==> config.mk <==
export PLATFORM = sky130hd
export DESIGN_NAME = sfp_ram
export DESIGN_NICKNAME = d
export VERILOG_FILES = /design/src/hdl/sfp_ram.sv
export SDC_FILE = /design/constraint.sdc
export NUM_CORES = 1
export LEC_CHECK = 0
export BUFFER_PORTS_ARGS = -buffer_cell sky130_fd_sc_hd__buf_2
export CAP_MARGIN = 15
export CORE_ASPECT_RATIO = 0.8
export CORE_MARGIN = 3
export CORE_UTILIZATION = 45
export CTS_CLUSTER_SIZE = 16
export DETAILED_ROUTE_END_ITERATION = 10
export GPL_ROUTABILITY_DRIVEN = 0
export PLACE_DENSITY_LB_ADDON = 0.12
export REMOVE_ABC_BUFFERS = 1
export SLEW_MARGIN = 20
export SYNTH_ARGS = -nofsm -noshare
export SYNTH_HDL_FRONTEND = slang
export SYNTH_SLANG_ARGS = --single-unit
==> constraint.sdc <==
create_clock -name clk -period 2.4 [get_ports clk]
set_clock_uncertainty 0.1 [all_clocks]
set_input_delay 0.72 -clock clk [delete_from_list [all_inputs] [get_ports clk]]
set_output_delay 0.72 -clock clk [all_outputs]
set_load 0.02 [all_outputs]
==> src/hdl/sfp_ram.sv <==
// Generic simple dual-port RAM: one write port, one read port, registered read.
module sfp_ram #(
    parameter int WIDTH = 8,
    parameter int DEPTH = 16
) (
    input  logic                     clk,
    input  logic                     we,
    input  logic [$clog2(DEPTH)-1:0] waddr,
    input  logic [WIDTH-1:0]         wdata,
    input  logic [$clog2(DEPTH)-1:0] raddr,
    output logic [WIDTH-1:0]         rdata
);

    logic [WIDTH-1:0] mem [DEPTH];

    always_ff @(posedge clk)
    begin
        if (we)
        begin
            mem[waddr] <= wdata;
        end
        rdata <= mem[raddr];
    end

endmodule

==> flow_summary.json, run 1 <==
{
  "antenna_left": 0,
  "max_freq_mhz": 511,
  "min_path_type": "reg -> reg",
  "dieWidth_um": 126,
  "required_ns": 2.59,
  "drv_cap": 0,
  "grt_max_degree": 17,
  "dpl-instance-area_um2": 5580,
  "fin_hold_ws_ns": 0.572,
  "io_pins": 26,
  "asyncSetResetFlopFracSynth_pct": 0,
  "p_int_mw": 4.23,
  "ctsHoldBuffers": 0,
  "synth_top_area_share_pct": 74.7,
  "antenna_found_initial": 0,
  "final-max-slew-violation-count": 0,
  "finalSetupViolCount": 0,
  "diodes": 0,
  "cts_buffer_depth": 2,
  "wl_per_cell_um": 22.5,
  "first_global_vias": 2469,
  "cts.clk_slew.worst_paths_ns": 0.05,
  "timing.setup.tns_ns": 0,
  "drt_iter0_drc": 194,
  "yosys-top-cells-area": "edfxtp_1 (75%), mux4_2 (7.9%), mux4_1 (7.1%), dfxtp_1 (3.1%), a22oi_1 (2.3%)",
  "portBuffers": 25,
  "nFillCells": 831,
  "die_y_um": 102,
  "yosysUniqueCellTypes": 19,
  "cp-end-kind": "register",
  "place_hpwl_um": 6410,
  "layout-drive-gt1-share_pct": 32.9,
  "gr-total-overflow": 0,
  "synth-seq-cells": 136,
  "vdd_drop_max_mv": 0.435,
  "share_comb_of_total_power_pct": 5.0,
  "cts_made_buffers": 17,
  "finalWorstSetupSlack_ns": 0.443,
  "start_kind": "input port",
  "syn-cell-area_um2": 5150,
  "synth-edff-count": 128,
  "seq_power_share_pct": 50.1,
  "clock_latency_ns": 0.41,
  "root_buffer": "clkbuf_16",
  "via_count": 2472,
  "h-tree-depth": 4,
  "tightest_slew_ns": 0.420,
  "rsz0062_at_grt": "no",
  "tritoncts": "done",
  "dieArea_um2": 12800,
  "layout_common_cells": "edfxtp_1 (128), buf_2 (25), buf_4 (23)",
  "routed_wl_um": 10000,
  "avgSynthCellArea_um2": 22.5,
  "clock-sinks": 136,
  "slew_headroom_pct": 72.0,
  "ys_seq_area_share_pct": 77.8,
  "status": "complete, no violations",
  "period_needed_ns": 1.96,
  "grt_usage_pct": 17.2,
  "core_um2": 11000,
  "synthFlopType": "edfxtp_1",
  "num-nets-final": 306,
  "yosysTopAreaCell": "edfxtp_1",
  "timing.final.crit_share_pct": 81.5,
  "powerDensity_nw_per_um2": 869,
  "synth_cells": 229,
  "final_hold_viol_count": 0,
  "final_common_cell": "edfxtp_1",
  "fin_util_pct": 55.7,
  "postCtsSetupRepairBufs": 0,
  "firstDrtPassIters": 4,
  "p_sw_mw": 1.10,
  "power_leakage_nw": 2.11,
  "vias_per_cell": 5.56,
  "syn_to_final_growth_pct": 19.2,
  "grt_pass1_wl_um": 15400,
  "cts_resized": 0,
  "switching_share_pct": 20.6,
  "worstSetupPathType": "in -> reg",
  "arrival_ns": 2.14,
  "ys_warn_count": 0,
  "pwr-share-clk_pct": 44.8,
  "dpl_worst_slack_ns": -0.00450,
  "cp_max_fo": 8,
  "final_area_um2": 6140,
  "initial_core_util_pct": 46.7,
  "drc": 0,
  "fp-row-count": 34
}
==> layer usage <==
metal | global-route usage (%) | wire [um] | up-vias
met5 | 0 | 0 | -
met4 | 5.50 | 123 | 0
met3 | 5.27 | 614 | 10
met2 | 26.2 | 4640 | 67
met1 | 24.3 | 4620 | 1301
li1 | - | - | 1094
==> stage by stage <==
step	total power, mW	std cells
3_3_place_gp	2.99	413
5_1_grt	5.52	445
2_1_floorplan	2.84	219
3_5_place_dp	3.00	413
6_report	5.33	445
4_1_cts	5.38	445
==> registers in the layout, summed over array words and instances, names as in the netlist <==
signal and count:
rdata 8, mem 128
==> cell usage after synthesis (2+ instances only) <==
library cell       n
a22oi_1           16
buf_2              3
buf_6              3
clkdlybuf4s25_2    3
dfxtp_1            8
edfxtp_1         128
mux4_1            14
mux4_2            18
nand2_1            9
nand2b_1           2
nand3b_1           2
nor2_1            13
nor3_1             4
==> power groups by stage <==
stage | clock network [mW] | registers, mW | logic, mW
2_1_floorplan | 0 | 2.74 | 0.106
3_3_place_gp | 0 | 2.72 | 0.270
3_5_place_dp | 0 | 2.72 | 0.273
4_1_cts | 2.44 | 2.67 | 0.274
5_1_grt | 2.55 | 2.68 | 0.292
6_report | 2.39 | 2.67 | 0.268
==> final cells by class <==
type                    instances  area, um2  area share, %
clock inverters                13        104           1.69
multi-input cells              83       1060           17.2
well taps                     144        180           2.94
repair buffers                 50        338           5.51
clock buffers                  19        453           7.38
flip-flops and latches        136       4000           65.3
==> critical path, stage by stage <==
cell     delay, ns
buf_2         0.25
buf_4         0.25
mux4_1        0.57
a22oi_1       0.24
nand2_1       0.10
==> path summary, 6_finish.rpt <==
check                 startpoint               end  slack (ns)  cells after the start
max                     raddr[0]  rdata[1]$_DFF_P_        0.44                      5
max reg2reg  mem[4][1]$_DFFE_PP_  rdata[1]$_DFF_P_        0.95                      3
min reg2reg  mem[8][4]$_DFFE_PP_  rdata[4]$_DFF_P_        0.57                      3
min          mem[8][4]$_DFFE_PP_  rdata[4]$_DFF_P_        0.57                      3
==> cell families after synthesis <==
| family | synth area share, % |
|---|---|
| buffers and inverters | 1.68 |
| AOI/OAI and AO/OA | 2.33 |
| DFF | 77.8 |
| muxes | 15.0 |
| and+or+nand+nor | 3.18 |
(Power assumes the default switching activity.)
==> run 2, diff against run 1 <==
- clock period: 2.4 -> 1.9 ns (I/O delays scaled with it)
==> run 2 against run 1 <==
  * Cell area rose by 1.3%
  * Sequential share of layout area fell by 0.85 points
  * Register-to-register slack got worse by 0.57 ns
  * Critical path depth rose by 1
  * Power rose by 28%
  * Clock power rose by 30%
  * Largest power group unchanged
  * Hold slack got worse by 0.12 ns
  * Die area did not move
  * Routed wire length rose by 0.49%
  * Setup slack got worse by 0.24 ns
  * Final cell count rose by 1.3%
  * Via count fell by 2.3%
==> flow_summary.json, run 2 (synthesis results as in run 1) <==
{
  "status": "complete, no violations",
  "cp-end-kind": "register",
  "powerDensity_nw_per_um2": 1100,
  "top_register": "mem",
  "dieWidth_um": 126,
  "multiInputGateArea_um2": 1060,
  "ctsHoldBuffers": 0,
  "grt_max_degree": 23,
  "r2r_slack_ns": 0.38,
  "cts_made_buffers": 17,
  "layout-drive-gt1-share_pct": 32.9,
  "layout_common_cells": "edfxtp_1 (128), buf_4 (27), buf_2 (25)",
  "drc": 0,
  "drt_iter0_drc": 196,
  "portBuffers": 25,
  "postCtsSetupRepairBufs": 0,
  "arrival_ns": 1.88,
  "first_global_vias": 2511,
  "worstSetupPathType": "in -> reg",
  "initial_core_util_pct": 46.7,
  "fin_hold_ws_ns": 0.455,
  "clock-sinks": 136,
  "h-tree-depth": 4,
  "final_common_cell": "edfxtp_1",
  "wl_per_cell_um": 22.3,
  "dp.cells": 419,
  "busiest_layer": "met2",
  "min_path_type": "in -> reg",
  "rsz0062_at_grt": "no",
  "routed_wl_um": 10000,
  "tightest_slew_ns": 0.708,
  "grt_pass1_wl_um": 15400,
  "start_kind": "input port",
  "finalWorstSetupSlack_ns": 0.206,
  "grt_use_met3_pct": 5.80,
  "antenna_left": 0,
  "final-max-slew-violation-count": 0,
  "period_needed_ns": 1.69,
  "use_met1_pct": 24.1,
  "met2_usage_pct": 26.0,
  "firstDrtPassIters": 4,
  "clock_latency_ns": 0.40,
  "power_leakage_nw": 2.14,
  "num-nets-final": 312,
  "core_um2": 11000,
  "reg.largest.list": "mem x128, rdata x8",
  "fp-row-count": 34,
  "max_freq_mhz": 590,
  "diodes": 0,
  "fin_util_pct": 56.4,
  "nFillCells": 813,
  "final_hold_viol_count": 0,
  "antenna_found_initial": 0,
  "io_pins": 26,
  "syn_to_final_growth_pct": 20.8,
  "final_cell_count_no_fill": 451,
  "timing.final.crit_share_pct": 89.1,
  "dieArea_um2": 12800,
  "vdd_drop_max_mv": 0.711,
  "cts.clk_slew.worst_paths_ns": 0.06,
  "cts_resized": 0,
  "dpl_worst_slack_ns": -0.236,
  "root_buffer": "clkbuf_16",
  "final_area_um2": 6220,
  "via_count": 2414,
  "slew_headroom_pct": 52.7,
  "die_y_um": 102,
  "largest_reg_flops": 128,
  "drv_cap": 0,
  "dpl-instance-area_um2": 5650,
  "tritoncts": "done",
  "grt_usage_pct": 17.2,
  "cts_buffer_depth": 2,
  "regArea_um2": 4000,
  "required_ns": 2.08,
  "finalSetupViolCount": 0,
  "place_hpwl_um": 6440,
  "gr-total-overflow": 0,
  "vias_per_cell": 5.35,
  "cp_max_fo": 4
}
==> run 2: cell count changes in the layout (fill, tap and decap cells not counted) <==
cell        delta
clkinvlp_4     +1
buf_12         +2
inv_6          -1
buf_4          +4
bufinv_16      +1
clkbuf_1       +4
clkinv_4       -2
clkinv_2       -3
==> run 2: metrics by stage <==
stage,total power [mW],setup TNS [ns]
final,6.84,0
after global routing,7.07,0
after CTS,6.91,0
after detailed placement,3.80,-2.81
after global placement,3.79,-2.14
after floorplan,3.59,-2.64
==> run 2: metal layers <==
layer / share of wire [%] / vias to the layer above
li1: - / 1107
met1: 48 / 1243
met2: 46 / 62
met3: 5.0 / 2
met4: 0.43 / 0
met5: 0 / -
==> run 2: worst max-delay path, cell delays in order <==
cell and delay [ns]:
buf_2 0.11, buf_4 0.14, buf_4 0.14, mux4_1 0.59, a22oi_1 0.22, nand2_1 0.09
==> run 2: path summary, 6_finish.rpt <==
kind                       startpoint                   to  cells past startpoint
hold reg to reg   mem[3][0]$_DFFE_PP_     rdata[0]$_DFF_P_                      3
setup reg to reg  mem[9][2]$_DFFE_PP_     rdata[2]$_DFF_P_                      3
hold / removal               wdata[6]  mem[4][6]$_DFFE_PP_                      1
setup / recovery             raddr[0]     rdata[3]$_DFF_P_                      6
==> run 2: final cells by class <==
type,instances,share of cell area [%]
clock buffer,23,7.53
tap,144,2.90
clock inverter,9,1.61
timing repair buffer,56,6.56
sequential,136,64.4
multi-input combinational,83,17.0
==> run 2: where the power goes <==
part           internal, mW  switching [mW]
Clock                  1.99            1.12
Combinational         0.154           0.198
Sequential             3.36          0.0201
Total                  5.50            1.34
